`src/rtl/core/rdsc_pkg.sv`:
```
// Shared types, constants and helper functions for the radix digit string converter.
`default_nettype none

package rdsc_pkg;

    localparam logic [4:0] RADIX_RESET = 5'd10;
    localparam logic [4:0] RADIX_MIN   = 5'd2;
    localparam logic [4:0] RADIX_MAX   = 5'd16;
    localparam logic [3:0] DEC_LIMIT   = 4'd10;
    localparam logic [7:0] CHAR_ZERO   = 8'h30;
    localparam logic [7:0] CHAR_ALPHA  = 8'h41;

    // Classified command passed from the front to the back.
    typedef struct packed {
        logic [4:0] radix;
        logic       is_zero;
    } cmd_ctl_t;

    function automatic logic [4:0] clamp_radix(input logic [4:0] r);
        logic [4:0] res;
        res = r;
        if (r < RADIX_MIN)
            res = RADIX_MIN;
        else if (r > RADIX_MAX)
            res = RADIX_MAX;
        return res;
    endfunction

    function automatic logic [7:0] digit_glyph(input logic [3:0] d);
        logic [7:0] res;
        if (d < DEC_LIMIT)
            res = CHAR_ZERO + 8'(d);
        else
            res = CHAR_ALPHA + 8'(d - DEC_LIMIT);
        return res;
    endfunction

endpackage

`default_nettype wire

```
`src/rtl/core/rdsc_front.sv`:
```
// Front end: radix register, input word capture and classification.
`default_nettype none

module rdsc_front
    import rdsc_pkg::*;
#(
    parameter int VALUE_BITS = 32
)
(
    input  wire logic                  clk,
    input  wire logic                  rst_n,
    input  wire logic                  cfg_we,
    input  wire logic [4:0]            cfg_wdata,
    input  wire logic [VALUE_BITS-1:0] value,
    input  wire logic                  push,
    output      logic                  full,
    input  wire logic                  q_full,
    output      logic                  q_push,
    output      logic [VALUE_BITS-1:0] q_value,
    output      cmd_ctl_t              q_ctl
);

    logic [4:0]            radix_reg;
    logic                  valid_reg;
    logic                  valid_next;
    logic [VALUE_BITS-1:0] value_reg;
    cmd_ctl_t              ctl_reg;
    logic                  accept;

    assign q_push  = valid_reg && !q_full;
    assign full    = valid_reg && q_full;
    assign accept  = push && !full;
    assign q_value = value_reg;
    assign q_ctl   = ctl_reg;

    always_comb
    begin
        valid_next = valid_reg;
        if (accept)
            valid_next = 1'b1;
        else if (q_push)
            valid_next = 1'b0;
    end

    always_ff @(posedge clk or negedge rst_n)
    begin
        if (!rst_n)
        begin
            radix_reg <= RADIX_RESET;
            valid_reg <= 1'b0;
        end
        else
        begin
            if (cfg_we)
                radix_reg <= cfg_wdata;
            valid_reg <= valid_next;
        end
    end

    always_ff @(posedge clk)
    begin
        if (accept)
        begin
            value_reg       <= value;
            ctl_reg.radix   <= clamp_radix(radix_reg);
            ctl_reg.is_zero <= (value == '0);
        end
    end

endmodule

`default_nettype wire

```
`src/rtl/core/rdsc_cmd_queue.sv`:
```
// Two-entry command queue between the front and back ends.
`default_nettype none

module rdsc_cmd_queue
    import rdsc_pkg::*;
#(
    parameter int VALUE_BITS = 32
)
(
    input  wire logic                  clk,
    input  wire logic                  rst_n,
    input  wire logic                  wr_en,
    input  wire logic [VALUE_BITS-1:0] wr_value,
    input  wire cmd_ctl_t              wr_ctl,
    output      logic                  q_full,
    input  wire logic                  rd_en,
    output      logic                  q_empty,
    output      logic [VALUE_BITS-1:0] rd_value,
    output      cmd_ctl_t              rd_ctl
);

    logic [VALUE_BITS-1:0] value_reg [2];
    cmd_ctl_t              ctl_reg   [2];
    logic                  wp_reg;
    logic                  rp_reg;
    logic [1:0]            cnt_reg;
    logic [1:0]            cnt_next;
    logic                  do_wr;
    logic                  do_rd;

    assign q_full   = (cnt_reg == 2'd2);
    assign q_empty  = (cnt_reg == 2'd0);
    assign do_wr    = wr_en && !q_full;
    assign do_rd    = rd_en && !q_empty;
    assign rd_value = value_reg[rp_reg];
    assign rd_ctl   = ctl_reg[rp_reg];

    always_comb
    begin
        cnt_next = cnt_reg;
        if (do_wr && !do_rd)
            cnt_next = cnt_reg + 2'd1;
        else if (do_rd && !do_wr)
            cnt_next = cnt_reg - 2'd1;
    end

    always_ff @(posedge clk or negedge rst_n)
    begin
        if (!rst_n)
        begin
            wp_reg  <= 1'b0;
            rp_reg  <= 1'b0;
            cnt_reg <= 2'd0;
        end
        else
        begin
            if (do_wr)
                wp_reg <= !wp_reg;
            if (do_rd)
                rp_reg <= !rp_reg;
            cnt_reg <= cnt_next;
        end
    end

    always_ff @(posedge clk)
    begin
        if (do_wr)
        begin
            value_reg[wp_reg] <= wr_value;
            ctl_reg[wp_reg]   <= wr_ctl;
        end
    end

endmodule

`default_nettype wire

```
`src/rtl/core/rdsc_back.sv`:
```
// Back end: radix divider, digit stack and character output queue.
`default_nettype none

module rdsc_back
    import rdsc_pkg::*;
#(
    parameter int VALUE_BITS = 32,
    parameter int MAX_DIGITS = 32
)
(
    input  wire logic                  clk,
    input  wire logic                  rst_n,
    input  wire logic                  cmd_empty,
    input  wire logic [VALUE_BITS-1:0] cmd_value,
    input  wire cmd_ctl_t              cmd_ctl,
    output      logic                  cmd_pop,
    output      logic [7:0]            character,
    output      logic                  last_char,
    output      logic                  empty,
    input  wire logic                  pop
);

    localparam int DIV_STEP   = 8;
    localparam int NCHUNK     = (VALUE_BITS + DIV_STEP - 1) / DIV_STEP;
    localparam int PADW       = NCHUNK * DIV_STEP;
    localparam int CHW        = (NCHUNK > 1) ? $clog2(NCHUNK) : 1;
    localparam int SW         = $clog2(MAX_DIGITS);
    localparam int CW         = $clog2(MAX_DIGITS + 1);
    localparam logic [CHW-1:0] LAST_CHUNK = CHW'(NCHUNK - 1);
    localparam logic [CW-1:0]  LAST_SLOT  = CW'(MAX_DIGITS - 1);

    typedef enum logic [1:0] {ST_IDLE, ST_DIV, ST_EMIT} state_t;

    state_t          state_reg, state_next;
    logic [PADW-1:0] w_reg, w_next;
    logic [4:0]      r_reg, r_next;
    logic [4:0]      d_reg, d_next;
    logic [CHW-1:0]  chunk_reg, chunk_next;
    logic [CW-1:0]   cnt_reg, cnt_next;
    logic [CW-1:0]   ep_reg, ep_next;
    logic [CW-1:0]   ep_dec;
    logic            pend_reg, pend_next;
    logic            pend_last_reg, pend_last_next;

    logic [PADW-1:0] step_w;
    logic [4:0]      step_r;
    logic [4:0]      trial;
    logic            div_done;

    logic [3:0]      stack_reg [MAX_DIGITS];
    logic            wr_en;
    logic [SW-1:0]   wr_addr;
    logic [3:0]      wr_data;
    logic            rd_en;
    logic [SW-1:0]   rd_addr;
    logic [3:0]      rd_data_reg;

    logic [7:0]      out_char_reg [2];
    logic            out_last_reg [2];
    logic            out_wp_reg;
    logic            out_rp_reg;
    logic [1:0]      out_cnt_reg, out_cnt_next;
    logic            pop_fire;
    logic [2:0]      out_space;
    logic            can_issue;

    // 8 restoring divide steps per cycle on the 5-bit partial remainder
    always_comb
    begin
        step_w = w_reg;
        step_r = r_reg;
        trial  = '0;
        for (int i = 0; i < DIV_STEP; i++)
        begin
            trial  = {step_r[3:0], step_w[PADW-1]};
            step_w = {step_w[PADW-2:0], 1'b0};
            if (trial >= d_reg)
            begin
                step_r    = trial - d_reg;
                step_w[0] = 1'b1;
            end
            else
            begin
                step_r = trial;
            end
        end
    end

    assign div_done  = (step_w == '0) || (cnt_reg == LAST_SLOT);
    assign ep_dec    = ep_reg - CW'(1);
    assign rd_addr   = ep_dec[SW-1:0];
    assign pop_fire  = pop && !empty;
    assign out_space = {1'b0, out_cnt_reg} + {2'b00, pend_reg};
    assign can_issue = (out_space < 3'd2) || ((out_space == 3'd2) && pop_fire);

    always_comb
    begin
        state_next     = state_reg;
        w_next         = w_reg;
        r_next         = r_reg;
        d_next         = d_reg;
        chunk_next     = chunk_reg;
        cnt_next       = cnt_reg;
        ep_next        = ep_reg;
        pend_next      = 1'b0;
        pend_last_next = pend_last_reg;
        cmd_pop        = 1'b0;
        wr_en          = 1'b0;
        wr_addr        = cnt_reg[SW-1:0];
        wr_data        = step_r[3:0];
        rd_en          = 1'b0;
        unique case (state_reg)
            ST_IDLE:
            begin
                if (!cmd_empty)
                begin
                    cmd_pop    = 1'b1;
                    w_next     = PADW'(cmd_value);
                    r_next     = '0;
                    d_next     = cmd_ctl.radix;
                    chunk_next = '0;
                    cnt_next   = '0;
                    if (cmd_ctl.is_zero)
                    begin
                        wr_en      = 1'b1;
                        wr_addr    = '0;
                        wr_data    = '0;
                        ep_next    = CW'(1);
                        state_next = ST_EMIT;
                    end
                    else
                    begin
                        state_next = ST_DIV;
                    end
                end
            end
            ST_DIV:
            begin
                w_next     = step_w;
                r_next     = step_r;
                chunk_next = chunk_reg + CHW'(1);
                if (chunk_reg == LAST_CHUNK)
                begin
                    wr_en      = 1'b1;
                    cnt_next   = cnt_reg + CW'(1);
                    r_next     = '0;
                    chunk_next = '0;
                    if (div_done)
                    begin
                        ep_next    = cnt_reg + CW'(1);
                        state_next = ST_EMIT;
                    end
                end
            end
            ST_EMIT:
            begin
                if (can_issue)
                begin
                    rd_en          = 1'b1;
                    ep_next        = ep_dec;
                    pend_next      = 1'b1;
                    pend_last_next = (ep_dec == '0);
                    if (ep_dec == '0)
                        state_next = ST_IDLE;
                end
            end
            default:
            begin
                state_next = ST_IDLE;
            end
        endcase
    end

    always_ff @(posedge clk or negedge rst_n)
    begin
        if (!rst_n)
        begin
            state_reg     <= ST_IDLE;
            chunk_reg     <= '0;
            cnt_reg       <= '0;
            ep_reg        <= '0;
            pend_reg      <= 1'b0;
            pend_last_reg <= 1'b0;
        end
        else
        begin
            state_reg     <= state_next;
            chunk_reg     <= chunk_next;
            cnt_reg       <= cnt_next;
            ep_reg        <= ep_next;
            pend_reg      <= pend_next;
            pend_last_reg <= pend_last_next;
        end
    end

    always_ff @(posedge clk)
    begin
        w_reg <= w_next;
        r_reg <= r_next;
        d_reg <= d_next;
    end

    // digit stack
    always_ff @(posedge clk)
    begin
        if (wr_en)
            stack_reg[wr_addr] <= wr_data;
        if (rd_en)
            rd_data_reg <= stack_reg[rd_addr];
    end

    // character output queue
    always_comb
    begin
        out_cnt_next = out_cnt_reg;
        if (pend_reg && !pop_fire)
            out_cnt_next = out_cnt_reg + 2'd1;
        else if (pop_fire && !pend_reg)
            out_cnt_next = out_cnt_reg - 2'd1;
    end

    always_ff @(posedge clk or negedge rst_n)
    begin
        if (!rst_n)
        begin
            out_wp_reg  <= 1'b0;
            out_rp_reg  <= 1'b0;
            out_cnt_reg <= 2'd0;
        end
        else
        begin
            if (pend_reg)
                out_wp_reg <= !out_wp_reg;
            if (pop_fire)
                out_rp_reg <= !out_rp_reg;
            out_cnt_reg <= out_cnt_next;
        end
    end

    always_ff @(posedge clk)
    begin
        if (pend_reg)
        begin
            out_char_reg[out_wp_reg] <= digit_glyph(rd_data_reg);
            out_last_reg[out_wp_reg] <= pend_last_reg;
        end
    end

    assign empty     = (out_cnt_reg == 2'd0);
    assign character = out_char_reg[out_rp_reg];
    assign last_char = out_last_reg[out_rp_reg];

`ifndef SYNTHESIS
    a_out_cnt_range: assert property (@(posedge clk) disable iff (!rst_n)
        out_cnt_reg != 2'd3)
        else $error("output queue count out of range");

    a_pend_has_room: assert property (@(posedge clk) disable iff (!rst_n)
        pend_reg |-> (out_cnt_reg != 2'd2))
        else $error("stack read returned with output queue full");

    a_div_radix: assert property (@(posedge clk) disable iff (!rst_n)
        (state_reg == ST_DIV) |-> (d_reg >= RADIX_MIN && d_reg <= RADIX_MAX))
        else $error("divisor outside legal radix range");

    a_emit_nonempty: assert property (@(posedge clk) disable iff (!rst_n)
        (state_reg == ST_EMIT) |-> (ep_reg != '0))
        else $error("emit state with no digits left");

    a_cnt_bound: assert property (@(posedge clk) disable iff (!rst_n)
        cnt_reg <= CW'(MAX_DIGITS))
        else $error("digit count exceeds stack depth");
`endif

endmodule

`default_nettype wire

```
`src/rtl/core/radix_digit_string_converter.sv`:
```
// Top level of the radix digit string converter.
// Flow: a pushed word is registered in the front end and passes through the command queue to the divider,
// which works through NCHUNK = ceil(VALUE_BITS/8) chunks per digit; digits then go from the stack to the output queue.
// New words are buffered in the front register and command queue while the back end converts a word.
// Reset: async active low; radix returns to 10, all queues empty, digit stack left as is.
`default_nettype none

module radix_digit_string_converter
    import rdsc_pkg::*;
#(
    parameter int VALUE_BITS = 32,
    parameter int MAX_DIGITS = 32
)
(
    input  wire logic                  clk,
    input  wire logic                  rst_n,
    input  wire logic                  cfg_we,
    input  wire logic [4:0]            cfg_wdata,
    input  wire logic [VALUE_BITS-1:0] value,
    input  wire logic                  push,
    output      logic                  full,
    output      logic [7:0]            character,
    output      logic                  last_char,
    output      logic                  empty,
    input  wire logic                  pop
);

    logic                  q_full;
    logic                  q_push;
    logic [VALUE_BITS-1:0] q_wr_value;
    cmd_ctl_t              q_wr_ctl;
    logic                  q_empty;
    logic                  q_pop;
    logic [VALUE_BITS-1:0] q_rd_value;
    cmd_ctl_t              q_rd_ctl;

    rdsc_front #(
        .VALUE_BITS (VALUE_BITS)
    ) u_front (
        .clk       (clk),
        .rst_n     (rst_n),
        .cfg_we    (cfg_we),
        .cfg_wdata (cfg_wdata),
        .value     (value),
        .push      (push),
        .full      (full),
        .q_full    (q_full),
        .q_push    (q_push),
        .q_value   (q_wr_value),
        .q_ctl     (q_wr_ctl)
    );

    rdsc_cmd_queue #(
        .VALUE_BITS (VALUE_BITS)
    ) u_cmd_queue (
        .clk      (clk),
        .rst_n    (rst_n),
        .wr_en    (q_push),
        .wr_value (q_wr_value),
        .wr_ctl   (q_wr_ctl),
        .q_full   (q_full),
        .rd_en    (q_pop),
        .q_empty  (q_empty),
        .rd_value (q_rd_value),
        .rd_ctl   (q_rd_ctl)
    );

    rdsc_back #(
        .VALUE_BITS (VALUE_BITS),
        .MAX_DIGITS (MAX_DIGITS)
    ) u_back (
        .clk       (clk),
        .rst_n     (rst_n),
        .cmd_empty (q_empty),
        .cmd_value (q_rd_value),
        .cmd_ctl   (q_rd_ctl),
        .cmd_pop   (q_pop),
        .character (character),
        .last_char (last_char),
        .empty     (empty),
        .pop       (pop)
    );

endmodule

`default_nettype wire

```
`config.mk`:
```
export PLATFORM = sky130hd
export DESIGN_NAME = radix_digit_string_converter
export DESIGN_NICKNAME = d
export VERILOG_FILES = /design/src/rtl/core/rdsc_pkg.sv /design/src/rtl/core/rdsc_front.sv /design/src/rtl/core/rdsc_cmd_queue.sv /design/src/rtl/core/rdsc_back.sv /design/src/rtl/core/radix_digit_string_converter.sv
export SDC_FILE = /design/constraint.sdc
export NUM_CORES = 1
export LEC_CHECK = 0
export BUFFER_PORTS_ARGS = -buffer_cell sky130_fd_sc_hd__buf_4
export CAP_MARGIN = 5
export CELL_PAD_IN_SITES_DETAIL_PLACEMENT = 1
export CELL_PAD_IN_SITES_GLOBAL_PLACEMENT = 1
export CORE_MARGIN = 3
export CORE_UTILIZATION = 50
export DETAILED_ROUTE_END_ITERATION = 12
export PLACE_DENSITY_LB_ADDON = 0.1
export SYNTH_ARGS = -nofsm -noshare
export SYNTH_HDL_FRONTEND = slang
export SYNTH_SLANG_ARGS = --single-unit
```
`constraint.sdc`:
```
create_clock -name clk -period 14 [get_ports clk]
set_input_delay 0.7 -clock clk [delete_from_list [all_inputs] [get_ports clk]]
set_output_delay 0.7 -clock clk [all_outputs]
set_load 0.02 [all_outputs]
```
## Yosys cells after proc, flatten, opt, wreduce, memory -nomap -nowiden

Memories as Yosys holds them, arrays and structs flattened. A register that Yosys moved wholly into a read port is not among the register bits.
Index checks and enable logic that the tools add are counted.

| storage, ports and cells | value |
|---|---|
| memories kept | 5 |
| flip-flop bits (word level) | 111 |
| RAM bits | 222 |
| logic and storage cells | 182 |
| output and inout bits | 11 |

Memories:

| name | words | bits a word | rd ports | clocked after Yosys merged registers in | wr ports | line | RTL |
|---|---|---|---|---|---|---|---|
| u_back.stack_reg | 32 | 4 | 1 | 1 | 1 | rdsc_back.sv:50 | `logic [3:0] stack_reg [MAX_DIGITS];` |
| u_cmd_queue.value_reg | 2 | 32 | 1 | 0 | 1 | rdsc_cmd_queue.sv:22 | `logic [VALUE_BITS-1:0] value_reg [2];` |
| u_back.out_char_reg | 2 | 8 | 1 | 0 | 1 | rdsc_back.sv:58 | `logic [7:0] out_char_reg [2];` |
| u_cmd_queue.ctl_reg | 2 | 6 | 1 | 0 | 1 | rdsc_cmd_queue.sv:23 | `cmd_ctl_t ctl_reg [2];` |
| u_back.out_last_reg | 2 | 1 | 1 | 0 | 1 | rdsc_back.sv:59 | `logic out_last_reg [2];` |

| cells by class | value |
|---|---|
| reductions and logical operators | 43 |
| mux-type cells | 69 |
| bitwise gates (word level) | 1 |
| magnitude comparators | 12 |
| eq/ne operators | 12 |
| add/sub/neg operators | 19 |

Operators with widths:

| cell | count |
|---|---|
| zero test 32 bit | 2 |
| one-hot mux 32 bit (2 select lines) | 1 |
| 2-to-1 mux 4 bit | 13 |
| 2-to-1 mux 6 bit | 7 |
| greater-or-equal comparator 5 bit | 8 |
| 2-to-1 mux 32 bit | 1 |
| subtractor 4 bit | 8 |
| 2-to-1 mux 2 bit | 12 |
| 2-to-1 mux 1 bit | 23 |
| 2-to-1 mux 5 bit | 4 |
| one-hot mux 6 bit (3 select lines) | 1 |
| 2-to-1 mux 8 bit | 2 |
| zero test 1 bit | 12 |
| one-hot mux 6 bit (2 select lines) | 1 |
| logical AND 1 bit | 11 |
| adder 7 x 8 -> 8 bit, first input constant | 1 |
| != test 2 x 1 -> 1 bit, second input constant | 4 |
| one-hot mux 4 bit (2 select lines) | 1 |
| nonzero test 2 bit | 4 |
| adder 6 x 4 -> 7 bit, first input constant | 1 |
| adder 2 x 1 -> 2 bit, second input constant | 3 |
| adder 6 x 1 -> 6 bit, second input constant | 1 |
| equality test 2 bit, second input constant | 3 |
| equality test 6 x 5 -> 1 bit, second input constant | 1 |
| other kinds (24) | 31 |

## Longest topological paths before layout

| depth | value |
|---|---|
| word-level depth | 21 |
| mapped depth | 55 |
| gate-level depth less buffers | 52 |

## By module

From an unflattened synthesis, not the netlist that was laid out.

| unflattened totals | value |
|---|---|
| cell total of the unflattened synthesis | 941 |
| area total of the unflattened synthesis | 15200.8 um^2 |

By module, submodules not included:

| module | times used | area each (um^2) | cells an instance |
|---|---|---|---|
| rdsc_back | 1 | 10727.8 | 732 |
| rdsc_cmd_queue | 1 | 2985.4 | 137 |
| rdsc_front | 1 | 1487.7 | 72 |

## Least setup slack after synthesis

OpenSTA, ideal clock, no wires.

| path | value |
|---|---|
| path type | register -> register |
| from | register u_back.d_reg[1] |
| to | memory u_back.stack_reg[0][3], data pin |
| stages on the path, launching flop included | 51 |
| setup slack | 2.586 ns |
| arrival time | 11.063 ns |
| required time | 13.649 ns |
| clock period less this slack | 11.414 ns |
| path buffers | 2 |
| library setup time | 0.351 ns |
| cells stage by stage | edfxtp_1 inv_1 ha_1 a31oi_1 o21ai_2 mux2_2 ha_1 a21o_1 a31oi_1 o21ai_2 o21ai_0 inv_1 ha_1 a21o_1 a31oi_1 o21ai_2 o21ai_0 inv_1 (+15 left out) o31ai_1 ha_1 a21o_1 a31oi_1 o211ai_1 nand2_1 inv_1 ha_1 a21o_1 a31oi_1 o21ai_2 mux2_2 ha_1 o211ai_1 o21ai_1 and3_1 a311oi_1 nor2_1 |

| on the way | value |
|---|---|
| longest elaborated chain between the ends | 19 |
| elaborated cells on any way between the ends | 27 |
| classes of those cells | 8 x add/sub; 8 x order compare; 11 x mux |

Ends and longest elaborated chain:

| item | line | RTL |
|---|---|---|
| start: declaration | rdsc_back.sv:37 | `logic [4:0] d_reg, d_next;` |
| start signal: assignment | rdsc_back.sv:200 | `d_reg <= d_next;` |
| subtractor 4 bit or greater-or-equal comparator 5 bit (tied branches) | rdsc_back.sv:79, rdsc_back.sv:77 |  |
| 2-to-1 mux 4 bit | rdsc_back.sv:77 | `if (trial >= d_reg)` |
| subtractor 4 bit or greater-or-equal comparator 5 bit (tied branches) | rdsc_back.sv:79, rdsc_back.sv:77 |  |
| 2-to-1 mux 4 bit | rdsc_back.sv:77 |  |
| subtractor 4 bit or greater-or-equal comparator 5 bit (tied branches) | rdsc_back.sv:79, rdsc_back.sv:77 |  |
| 2-to-1 mux 4 bit | rdsc_back.sv:77 |  |
| greater-or-equal comparator 5 bit or subtractor 4 bit (tied branches) | rdsc_back.sv:77, rdsc_back.sv:79 |  |
| 2-to-1 mux 4 bit | rdsc_back.sv:77 |  |
| (+4 left out) | - |  |
| greater-or-equal comparator 5 bit or subtractor 4 bit (tied branches) | rdsc_back.sv:77, rdsc_back.sv:79 |  |
| 2-to-1 mux 4 bit | rdsc_back.sv:77 |  |
| subtractor 4 bit or greater-or-equal comparator 5 bit (tied branches) | rdsc_back.sv:79, rdsc_back.sv:77 |  |
| 2-to-1 mux 4 bit * | rdsc_back.sv:77 |  |
| 2-to-1 mux 4 bit | rdsc_back.sv:123 | `if (cmd_ctl.is_zero)` |
| 2-to-1 mux 4 bit | rdsc_back.sv:115 | `if (!cmd_empty)` |
| 2-to-1 mux 4 bit * | rdsc_back.sv:112 | `unique case (state_reg)` |
| via u_back.wr_data[3] | rdsc_back.sv:53 | `logic [3:0] wr_data;` |
| end: declaration | rdsc_back.sv:50 |  |

The timed path passes the listed nets; every way through them passes the cells marked *.

## Final worst setup path

| path | value |
|---|---|
| from | register u_back.d_reg[1] |
| to | memory u_back.stack_reg[28][3], data pin |

Same word-level chain as after synthesis.

==> summary.txt <==
Routed len/inst = 21.9 microns
Starting DRT DRC Count = 605
Synth async-reset ratio = 0.0955
Final nets = 1184
Peak per-stage delay on the critical path = 0.50 ns
Final ANT Viol Nets = 0
Layout cells sized above 1 = 0.195
Clock Latency Late Sink = 0.52 ns
Setup ws final = 1.54 ns
Hold Slack = 0.135 ns
Fmax = 80.3 MHz
TritonCTS clock tree = yes
Synth Flop Type = edfxtp_1
Vias in the first global route = 9049
Post-Syn Area per Cell = 15.0 sq um
Status = finished, final reports clean
Slew headroom = 0.229
CP Launch Type = flip-flop
Combined area of the multi-input logic cells = 5000 sq um
Core area = 29800 sq um
Crit path DAT = 12.68 ns
Via density = 5.69
Clock sink total = 335
FF+latch count, synth = 335
Hold/Removal Path Class = in -> async
Most Frequent Cell on Critical Path = ha_1
Commonest non-fill, non-tap cell in the layout = edfxtp_1
Finished Core Util = 0.578
Drt first pass iters = 5
Final min period = 12.46 ns
Yosys top cell by area = edfxtp_1
Crit path kind = reg -> reg
Max-Cap Viols = 0
Cell Area, Synth = 15200 sq um
CP top delay family = compound AO/OA/AOI/OAI gates
Worst Path Buf+Inv = 6
Via count = 8508
# IOs = 53
Area delta synth->final = 13.2%
Area occupied by registers = 9900 sq um
Starting density of the core = 0.511
Pwr Density = 136 nW/um^2
Crit. End Element = flip-flop
Clock skew = 0.00917 ns
Area fraction of the dominant cell type after synthesis = 0.598
Largest cells by area after synthesis = edfxtp_1 (60%), mux4_2 (5.9%), dfrtp_1 (4.9%)
Cell row count = 63
CTS buffer count = 36
Buffers on Ports = 51
Root Driver = clkbuf_16
Die area = 32600 sq um
Crit-path max FO = 32
Slowest CP cell = o21ai_2
Post-synth EDFFs = 303
Placement Setup Slack = 0.662 ns
RSZ-0062 raised after global routing = false
Final setup viols = 0
Cells after Synth = 1011
First-pass GRT wire length = 52100 microns
Final Cycle Share = 0.890
Count of cell types in the netlist = 62
Static leakage = 6.22 nW
FILL cells = 2799
Most frequent cells in the layout = edfxtp_1 (303), nand2_1 (75), nor2_1 (70), buf_4 (62), o21ai_0 (57)
Final Max Slew Viols = 0
Syn nets = 1118
Largest net degree at the start of global routing = 82
Max reg flops = 128
Die Y = 180 microns
Clock transition at path regs = 0.06 ns
Seq/Total Area, Yosys = 0.651
Initial antenna violation count = 0
Htree depth = 2
CTS hold repair buffers = 0
Antenna diode count = 0
CP Data Required Time = 14.23 ns
Max clock buf depth = 3
Final wirelength = 32700 microns
Final hold violations = 0
Drt drc = 0
Grt total ovfl = 0
Die W = 180 microns
Syn. warnings = 0
VDD IR max = 116 uV
HPWL after DPL = 22100 microns
Fin Setup TNS = 0 ns
Gpl congestion = 0.814
Global-route usage over all layers = 0.204
Least-Margin Pin Slew = 1.15 ns
[cells in the mapped netlist (7+ instances only)]
cell	number
a31oi_1	9
xnor2_1	22
o21ai_0	57
a21oi_1	21
edfxtp_1	303
nor2_1	72
fa_1	8
mux2i_1	44
nor2b_1	7
a21o_1	19
inv_1	46
nor4_1	15
nand3_1	10
dfrtp_1	30
nand2b_1	17
xor2_1	12
mux4_2	40
nand2_1	75
nand3b_1	8
clkbuf_1	21
mux2_2	30
ha_1	57
[cells by family after synthesis]
family / Yosys count / synth area share
compound gates: 147 / 0.0609
simple gates: 230 / 0.0736
buf+inv: 80 / 0.0220
fa+ha+maj: 65 / 0.0574
other cells: 1 / 0.000247
mux: 118 / 0.114
xor+xnor: 35 / 0.0206
flops: 335 / 0.651
[layout make-up]
cell class                      instances  share of cell area
Clock buffer                           50              0.0590
Multi-Input combinational cell        596               0.291
Tap cell                              390              0.0283
Sequential cell                       335               0.575
Timing Repair Buffer                   62              0.0270
Clock inverter                         16             0.00923
Inverter                               46              0.0102
[stage by stage]
step | area [sq um] | power (mW) | cells
CTS | 17200 | 2.38 | 1493
detailed placement | 16000 | 1.44 | 1427
floorplan | 15200 | 1.36 | 1011
finish | 17200 | 2.35 | 1495
global placement | 16000 | 1.43 | 1427
global route | 17200 | 2.45 | 1495
[where the power goes]
part           leakage [nW]  switching [mW]  internal (mW)
Combinational          2.42           0.103         0.0603
Clock                 0.572           0.384          0.550
Sequential             3.23          0.0443           1.21
[what timing repair did]
action / in CTS / in global routing
gates resized for setup: 0 / 3
setup endpoints to repair: 0 / 140
endpoints found under the hold margin: 0 / 0
buffers inserted: 0 / 2
[routing by layer]
layer,routed length (microns),vias to the layer above,GRT usage,share of wire
met2,15200,175,0.321,0.46
li1,-,3965,-,-
met1,15400,4325,0.307,0.47
met4,587,0,0.0467,0.018
met3,1540,43,0.0287,0.047
met5,0,-,0,0
[final timing paths]
path | start | to | slack, ns | depth (start not counted)
max in group asynchronous | rst_n | u_front.radix_reg[1] | 13.50 | 1
min in group clk | value[25] | u_front.q_value[25] | 0.37 | 1
worst min register to register | u_front.q_value[10] | u_cmd_queue.value_reg[1][10] | 0.45 | 0
worst max register to register | u_back.d_reg[1] | u_back.stack_reg[28][3] | 1.54 | 48
worst min-delay path | rst_n | u_back.state_reg[1] | 0.14 | 1
worst max-delay path | u_back.d_reg[1] | u_back.stack_reg[28][3] | 1.54 | 48
Note: power is estimated with default switching activity, not from simulation.
